## config.mk

```make
export PLATFORM = sky130hd
export DESIGN_NAME = length_prefixed_frame_decoder_top
export DESIGN_NICKNAME = d
export VERILOG_FILES = /design/src/lpfd_pkg.sv /design/src/lpfd_core.sv /design/src/length_prefixed_frame_decoder_top.sv
export SDC_FILE = /design/constraint.sdc
export NUM_CORES = 1
export LEC_CHECK = 0
export BUFFER_PORTS_ARGS = -buffer_cell sky130_fd_sc_hd__buf_4
export CORE_MARGIN = 3
export CORE_UTILIZATION = 55
export DETAILED_ROUTE_END_ITERATION = 10
export PLACE_DENSITY_LB_ADDON = 0.2
export RECOVER_POWER = 25
export SYNTH_ARGS = -nofsm -noshare
export SYNTH_HDL_FRONTEND = slang
export SYNTH_HIERARCHICAL = 1
export SYNTH_SLANG_ARGS = --single-unit
```

## constraint.sdc

```tcl
create_clock -name clk_i -period 3.5 [get_ports clk_i]
set_clock_uncertainty 0.05 [all_clocks]
set_input_delay 0.7 -clock clk_i [delete_from_list [all_inputs] [get_ports clk_i]]
set_output_delay 0.7 -clock clk_i [all_outputs]
set_load 0.02 [all_outputs]
```

## src/lpfd_pkg.sv

```systemverilog
// Shared types and constants of the length-prefixed frame decoder.
package lpfd_pkg;

  // Header sizes in bytes: the base header and the header of a file-backed message.
  localparam int unsigned HdrBaseLen = 10;
  localparam int unsigned HdrFileLen = 12;

  // Width of the header byte counter and of the header store index.
  localparam int unsigned HdrCntW = 4;

  localparam logic [7:0] VersionOne = 8'h01;
  localparam logic [7:0] TagInline  = 8'h00;
  localparam logic [7:0] TagFile    = 8'h01;

  typedef enum logic [1:0] {
    PH_HEAD,
    PH_PAYLOAD,
    PH_PATH
  } phase_e;

  typedef enum logic [1:0] {
    KIND_HEADER,
    KIND_PAYLOAD,
    KIND_PATH,
    KIND_ERROR
  } kind_e;

  typedef enum logic {
    MSG_INLINE,
    MSG_FILE
  } msg_e;

  typedef enum logic [1:0] {
    ERR_VERSION,
    ERR_ZERO_LEN,
    ERR_TAG,
    ERR_ZERO_PATH
  } err_e;

  typedef struct packed {
    logic        valid;
    kind_e       kind;
    msg_e        msg_kind;
    logic [63:0] msg_len;
    logic [15:0] path_size;
    logic [7:0]  data;
    logic        last;
    err_e        err;
  } result_t;

endpackage

```

## src/lpfd_core.sv

```systemverilog
// Decoder state and per-byte next-state and result logic.
module lpfd_core (
  input  logic              clk_i,
  input  logic              rst_ni,
  input  logic              step_i,
  input  logic [7:0]        byte_i,
  output lpfd_pkg::result_t res_o
);

  lpfd_pkg::phase_e              phase_q, phase_d;
  logic [lpfd_pkg::HdrCntW-1:0]  cnt_q, cnt_d;
  logic [63:0]                   rem_q, rem_d;
  logic [15:0]                   path_rem_q, path_rem_d;
  logic [7:0]                    store_q [lpfd_pkg::HdrFileLen];

  logic [lpfd_pkg::HdrCntW-1:0]  idx;
  logic [lpfd_pkg::HdrCntW-1:0]  cnt_inc;
  logic [7:0]                    hv [lpfd_pkg::HdrFileLen];
  logic [63:0]                   hdr_len;
  logic [63:0]                   store_len;
  logic [15:0]                   hdr_path;
  logic [15:0]                   store_path;
  logic                          rem_last;
  logic                          path_last;
  logic                          wr_en;

  // The header view holds the incoming byte at its slot, so the checks see the whole header.
  always_comb begin
    idx = (cnt_q >= lpfd_pkg::HdrCntW'(lpfd_pkg::HdrFileLen)) ? '0 : cnt_q;
    cnt_inc = idx + lpfd_pkg::HdrCntW'(1);
    for (int i = 0; i < lpfd_pkg::HdrFileLen; i++) begin
      hv[i] = (lpfd_pkg::HdrCntW'(i) == idx) ? byte_i : store_q[i];
    end
    for (int i = 0; i < 8; i++) begin
      hdr_len[8*i +: 8]   = hv[i+2];
      store_len[8*i +: 8] = store_q[i+2];
    end
    hdr_path   = {hv[11], hv[10]};
    store_path = {store_q[11], store_q[10]};
    rem_last   = (rem_q[63:1] == '0);
    path_last  = (path_rem_q[15:1] == '0);
  end

  always_comb begin
    phase_d    = phase_q;
    cnt_d      = cnt_q;
    rem_d      = rem_q;
    path_rem_d = path_rem_q;
    wr_en      = 1'b0;
    res_o      = '0;

    unique case (phase_q)
      lpfd_pkg::PH_PAYLOAD: begin
        res_o.valid    = 1'b1;
        res_o.kind     = lpfd_pkg::KIND_PAYLOAD;
        res_o.msg_kind = lpfd_pkg::MSG_INLINE;
        res_o.msg_len  = store_len;
        res_o.data     = byte_i;
        res_o.last     = rem_last;
        rem_d          = rem_last ? '0 : rem_q - 64'd1;
        if (rem_last) begin
          phase_d = lpfd_pkg::PH_HEAD;
        end
      end
      lpfd_pkg::PH_PATH: begin
        res_o.valid     = 1'b1;
        res_o.kind      = lpfd_pkg::KIND_PATH;
        res_o.msg_kind  = lpfd_pkg::MSG_FILE;
        res_o.msg_len   = store_len;
        res_o.path_size = store_path;
        res_o.data      = byte_i;
        res_o.last      = path_last;
        path_rem_d      = path_last ? '0 : path_rem_q - 16'd1;
        if (path_last) begin
          phase_d = lpfd_pkg::PH_HEAD;
        end
      end
      default: begin
        // Header gathering; the spare phase code behaves the same way.
        phase_d = lpfd_pkg::PH_HEAD;
        wr_en   = 1'b1;
        cnt_d   = cnt_inc;
        if (cnt_inc == lpfd_pkg::HdrCntW'(lpfd_pkg::HdrBaseLen)) begin
          if (hv[0] != lpfd_pkg::VersionOne) begin
            cnt_d       = '0;
            res_o.valid = 1'b1;
            res_o.kind  = lpfd_pkg::KIND_ERROR;
            res_o.err   = lpfd_pkg::ERR_VERSION;
          end else if (hdr_len == '0) begin
            cnt_d       = '0;
            res_o.valid = 1'b1;
            res_o.kind  = lpfd_pkg::KIND_ERROR;
            res_o.err   = lpfd_pkg::ERR_ZERO_LEN;
          end else if (hv[1] == lpfd_pkg::TagInline) begin
            cnt_d          = '0;
            rem_d          = hdr_len;
            phase_d        = lpfd_pkg::PH_PAYLOAD;
            res_o.valid    = 1'b1;
            res_o.kind     = lpfd_pkg::KIND_HEADER;
            res_o.msg_kind = lpfd_pkg::MSG_INLINE;
            res_o.msg_len  = hdr_len;
          end else if (hv[1] != lpfd_pkg::TagFile) begin
            cnt_d       = '0;
            res_o.valid = 1'b1;
            res_o.kind  = lpfd_pkg::KIND_ERROR;
            res_o.err   = lpfd_pkg::ERR_TAG;
          end
        end else if (cnt_inc == lpfd_pkg::HdrCntW'(lpfd_pkg::HdrFileLen)) begin
          cnt_d = '0;
          if (hdr_path == '0) begin
            res_o.valid = 1'b1;
            res_o.kind  = lpfd_pkg::KIND_ERROR;
            res_o.err   = lpfd_pkg::ERR_ZERO_PATH;
          end else begin
            path_rem_d      = hdr_path;
            phase_d         = lpfd_pkg::PH_PATH;
            res_o.valid     = 1'b1;
            res_o.kind      = lpfd_pkg::KIND_HEADER;
            res_o.msg_kind  = lpfd_pkg::MSG_FILE;
            res_o.msg_len   = hdr_len;
            res_o.path_size = hdr_path;
          end
        end
      end
    endcase
  end

  always_ff @(posedge clk_i or negedge rst_ni) begin
    if (!rst_ni) begin
      phase_q    <= lpfd_pkg::PH_HEAD;
      cnt_q      <= '0;
      rem_q      <= '0;
      path_rem_q <= '0;
    end else if (step_i) begin
      phase_q    <= phase_d;
      cnt_q      <= cnt_d;
      rem_q      <= rem_d;
      path_rem_q <= path_rem_d;
    end
  end

  always_ff @(posedge clk_i) begin
    if (step_i && wr_en) begin
      store_q[idx] <= byte_i;
    end
  end

endmodule

```

## src/length_prefixed_frame_decoder_top.sv

```systemverilog
// Top level of the length-prefixed frame decoder: input register, decoder core, result register.
// Flow: an accepted byte waits in the input register until the result register has room;
// the core then decodes it and any result it produces is registered for the master side.
// Throughput: one byte per cycle while results are taken; a stalled result holds the input
// register, and with it the slave side, until taken.
// Reset: asynchronous, active low; clears phase, counters and valid flags, not the header store.
module length_prefixed_frame_decoder_top (
  input  logic        clk_i,
  input  logic        rst_ni,
  input  logic        s_axis_tvalid_i,
  output logic        s_axis_tready_o,
  input  logic [7:0]  s_axis_tdata_i,   // [7:0] in_byte
  output logic        m_axis_tvalid_o,
  input  logic        m_axis_tready_i,
  output logic [95:0] m_axis_tdata_o,   // [63:0] message_length, [79:64] path_length,
                                        // [87:80] data_byte, [89:88] error_code, rest zero
  output logic [2:0]  m_axis_tuser_o,   // [1:0] result_kind, [2] message_kind
  output logic        m_axis_tlast_o    // last_flag
);

  // Input register: holds one accepted byte until the decoder consumes it.
  logic              s1_valid_q, s1_valid_d;
  logic [7:0]        s1_byte_q;

  // Result register: one result waiting for the downstream side.
  logic              out_valid_q, out_valid_d;
  lpfd_pkg::result_t out_q;
  lpfd_pkg::result_t res;

  logic              s_accept;
  logic              out_free;
  logic              advance;

  // The decoder steps whenever a byte is waiting and the result register can take
  // whatever that byte produces, either because it is empty or drained this cycle.
  assign out_free        = !out_valid_q || m_axis_tready_i;
  assign advance         = s1_valid_q && out_free;
  assign s_axis_tready_o = !s1_valid_q || advance;
  assign s_accept        = s_axis_tvalid_i && s_axis_tready_o;

  lpfd_core u_core (
    .clk_i  (clk_i),
    .rst_ni (rst_ni),
    .step_i (advance),
    .byte_i (s1_byte_q),
    .res_o  (res)
  );

  always_comb begin
    s1_valid_d = s1_valid_q;
    if (s_accept) begin
      s1_valid_d = 1'b1;
    end else if (advance) begin
      s1_valid_d = 1'b0;
    end

    out_valid_d = out_valid_q;
    if (advance) begin
      out_valid_d = res.valid;
    end else if (m_axis_tready_i) begin
      out_valid_d = 1'b0;
    end
  end

  always_ff @(posedge clk_i or negedge rst_ni) begin
    if (!rst_ni) begin
      s1_valid_q  <= 1'b0;
      out_valid_q <= 1'b0;
    end else begin
      s1_valid_q  <= s1_valid_d;
      out_valid_q <= out_valid_d;
    end
  end

  // Payload registers carry no reset; their valid flags guard them.
  always_ff @(posedge clk_i) begin
    if (s_accept) begin
      s1_byte_q <= s_axis_tdata_i;
    end
    if (advance) begin
      out_q <= res;
    end
  end

  assign m_axis_tvalid_o = out_valid_q;
  assign m_axis_tdata_o  = {6'b0, 2'(out_q.err), out_q.data, out_q.path_size, out_q.msg_len};
  assign m_axis_tuser_o  = {1'(out_q.msg_kind), 2'(out_q.kind)};
  assign m_axis_tlast_o  = out_q.last;

`ifndef SYNTHESIS
  // Only payload and path bytes can close a message.
  assert property (@(posedge clk_i) disable iff (!rst_ni)
    (m_axis_tvalid_o && m_axis_tlast_o) |->
      (m_axis_tuser_o[1:0] == lpfd_pkg::KIND_PAYLOAD ||
       m_axis_tuser_o[1:0] == lpfd_pkg::KIND_PATH))
    else $error("last flag on a result that is neither payload nor path");

  // An error result carries its code and nothing else.
  assert property (@(posedge clk_i) disable iff (!rst_ni)
    (m_axis_tvalid_o && m_axis_tuser_o[1:0] == lpfd_pkg::KIND_ERROR) |->
      (m_axis_tdata_o[87:0] == '0 && !m_axis_tuser_o[2] && !m_axis_tlast_o))
    else $error("error result with nonzero header or data fields");

  // Results other than errors report no error code.
  assert property (@(posedge clk_i) disable iff (!rst_ni)
    (m_axis_tvalid_o && m_axis_tuser_o[1:0] != lpfd_pkg::KIND_ERROR) |->
      (m_axis_tdata_o[89:88] == '0))
    else $error("error code set on a non-error result");

  // A byte that cannot step because the result register is blocked stays put.
  assert property (@(posedge clk_i) disable iff (!rst_ni)
    (s1_valid_q && !advance) |=> (s1_valid_q && $stable(s1_byte_q)))
    else $error("pending input byte lost while the result side stalled");
`endif

endmodule

```

==> impl_metrics.yaml <==
setup_path:
  crit_fanout: 11
  worst-path-buf-inv: 4
  cp.required_ps: 3920
  cp.depth: 14
  critical-path-top-delay-family: "compound AO/OA/AOI/OAI gates"
  rrSetupSlack_ps: -100
  reg2reg_to: "u_core/rem_q[57]"
  crit_type: "register to register"
  cp_slowest_cell: "a2111oi_1"
  r2r-start: "u_core/cnt_q[2]"
  max_stage_delay_ps: 560
  start_kind: "register"
  endpoint_kind: "register"
  cp_data_arrival_time_ps: 4020
  r2r_cells: 14
  worstPathCellList: "ha_2 -> nand2b_4 -> inv_4 -> ha_2 -> nand2_2 -> buf_4 -> a2111oi_1 -> nor3_2 -> or3_1 -> o211ai_1 -> buf_4 -> buf_12 -> a21oi_1 -> a221o_1"
route:
  viasPerCell: 6.96
  drc: 0
  wl_per_cell_um: 25.3
  wirelength_mm: 57.9
  ant_nets: 0
  drt_iter0_drc: 2837
  firstDrtPassIters: 7
  vias: 15900
yosys:
  ys.warnings.count: 6
  synth_cell_types: 87
  yosysMostFrequentCell: "nand2_1"
  synthTopCellsByArea: "edfxtp_1 36%, dfrtp_1 13%, nand2_1 5.2%, nand3_1 3.2%, a22oi_1 3.1%"
  synth_edf_count: 198
  synth_area_per_cell_um2: 9.72
  async_reset_ff_share_pct: 30.8
  synth_area_mm2: 0.0163
  yosys.area.top_type: "edfxtp_1"
  synthCells: 1680
  synth_flop_cell: "edfxtp_1"
  synth.top_cell.area_share_pct: 36.4
  synth_seq_area_share_pct: 49.9
  ys_top_cells_by_count: "227 x nand2_1, 198 x edfxtp_1, 106 x nand3_1"
  ys_seq_elements: 286
power_and_ir_drop:
  seqPwrFrac_pct: 40.1
  power_mw: 12.2
  clockPowerShare_pct: 28.2
  p_int_mw: 7.89
  ir_worst_vdd_v: 0.000404
  p_per_area_mw_per_mm2: 603
  switchingPower_mw: 4.29
  switching_share_pct: 35.2
  pwr-share-comb_pct: 31.7
  leakagePower_nw: 8.42
timing:
  rsz0062_at_grt: "yes"
  final.setup.worst_slack_ps: -102
  clock.fmax_mhz: 278
  drv_slew: 89
  setup_violations: 58
  maxSlewHeadroom_pct: -65.6
  min_period_ps: 3600
  tightest_slew_ps: 2480
  period_share_pct: 103
  hold_violations: 0
die:
  start_util_pct: 56.3
  fp.dieW_um: 178
  die_y_um: 178
  boundaryPins: 114
  std_cell_rows: 62
  core_mm2: 0.0290
  die_area_mm2: 0.0318
global_routing:
  grtUsageMet2_pct: 52.1
  overflow: 0
  grtUsageMet3_pct: 6.43
  grt_use_met1_pct: 50.1
  grt_busiest_layer: "met2"
  track_usage_pct: 35.2
  first_global_vias: 14500
  antenna_found_initial: 2
  grt_max_degree: 89
  grt_pass1_wl_mm: 86.0
place:
  portBuffers: 107
  place_ws_ps: -366
  hpwl_mm: 39.5
  gp_congestion: 1.02
run_status:
  status: "complete, but fails checks"
  violations: "capacitance limit, slew limit, setup timing"
final_layout:
  nFillCells: 2200
  syn_to_final_growth_pct: 23.7
  drive_above_1_share_pct: 23.3
  insertedDiodeCount: 0
  fin_nets: 1904
clock_network:
  clockRootBuffer: "clkbuf_16"
  clock_sinks: 286
  htree_levels: 1
  clkTransAtPathRegs_ps: 60
  hold_buffers: 0
  clock_latency_ps: 590
  cts_tree: "yes"
  clock_path_buffers: 3
  numCtsBuffers: 31
hold_path:
  hp-class: "input pin to register"
  min_to: "s1_byte_q[5]"
  hold_depth: 1
  min_from: "s_axis_tdata_i[5]"
flow_run:
  maxCapViolCount: 1
[cells in the final DEF (no fill, tap or decap), types with 65 or more instances in the layout]
master,instances
a22oi_1,67
and3_1,80
nand3_1,97
dfrtp_1,88
nor2_1,65
buf_4,249
a21oi_1,82
o21ai_0,72
edfxtp_1,198
nand2_1,218
[flip-flops by register name (all words and copies together), names as in the netlist]
signal and cells:
u_core/path_rem_q 16, m_axis_tvalid_o 1, u_core/store_q 96, u_core/cnt_q 4, m_axis_tdata_o 90, m_axis_tlast_o 1
s1_valid_q 1, m_axis_tuser_o 3, s1_byte_q 8, u_core/rem_q 64, u_core/phase_q 2
[logic make-up after synthesis]
group,count (synthesis),share of synthesized area [%]
DFF,286,49.9
adders and majority gates,14,1.07
xor gates and xnor gates,1,0.0536
AOI/OAI and AO/OA,482,20.6
and+or+nand+nor,683,21.3
other,1,0.0230
muxes,43,2.67
buffers and inverters,170,4.37
[metal layers]
layer  wire length (µm)  vias up
li1                   -     6823
met1              22200     7607
met2              25100     1257
met3               7310      218
met4               3220        4
met5                 26        -
[area by class of cell]
type,instances,area [µm²],area share [%]
clock buffer,35,821,4.06
clock inverter,23,245,1.21
inverter,31,119,0.588
multi-input combinational,1229,7930,39.2
sequential,286,8150,40.3
tap,384,480,2.38
timing repair buffer,299,2460,12.2
[power groups by stage]
stage / Combinational, mW / Clock [mW] / Sequential [mW]
after floorplan: 1.96 / 0 / 4.89
after global placement: 3.43 / 0 / 4.87
after detailed placement: 3.51 / 0 / 4.89
after CTS: 3.65 / 3.45 / 4.85
after global routing: 4.11 / 3.60 / 4.94
final: 3.86 / 3.44 / 4.88
[metrics by stage]
| stage | utilization [%] | instance area (µm²) | cells | hold WS [ps] | setup TNS [ps] |
|---|---|---|---|---|---|
| 6_report | 69.6 | 20200 | 2287 | 257 | -1910 |
| 5_1_grt | 69.6 | 20200 | 2287 | 250 | -19390 |
| 4_1_cts | 68.4 | 19800 | 2272 | 103 | 0 |
| 3_5_place_dp | 64.1 | 18600 | 2213 | 444 | -37540 |
| 3_3_place_gp | 64.1 | 18600 | 2213 | 431 | -22850 |
| 2_1_floorplan | - | 16400 | 1685 | 354 | -340 |
[timing repair]
item,4_1_cts,5_1_grt
pin swaps,8,19
buffers inserted,1,12
setup endpoints to repair,137,142
cloned,0,3
resized for setup,35,79
[worst max path at each step]
stage                     from            endpoint  slack [ps]
6_report       u_core/cnt_q[2]    u_core/rem_q[57]        -100
5_1_grt        u_core/cnt_q[2]    u_core/rem_q[57]        -250
4_1_cts        u_core/cnt_q[2]    u_core/rem_q[57]           8
3_5_place_dp   u_core/cnt_q[2]  m_axis_tdata_o[55]        -370
3_3_place_gp   u_core/cnt_q[2]   m_axis_tdata_o[3]        -280
2_1_floorplan  u_core/cnt_q[2]  m_axis_tdata_o[15]         -20
No activity file was read; power rests on OpenSTA's default activity.
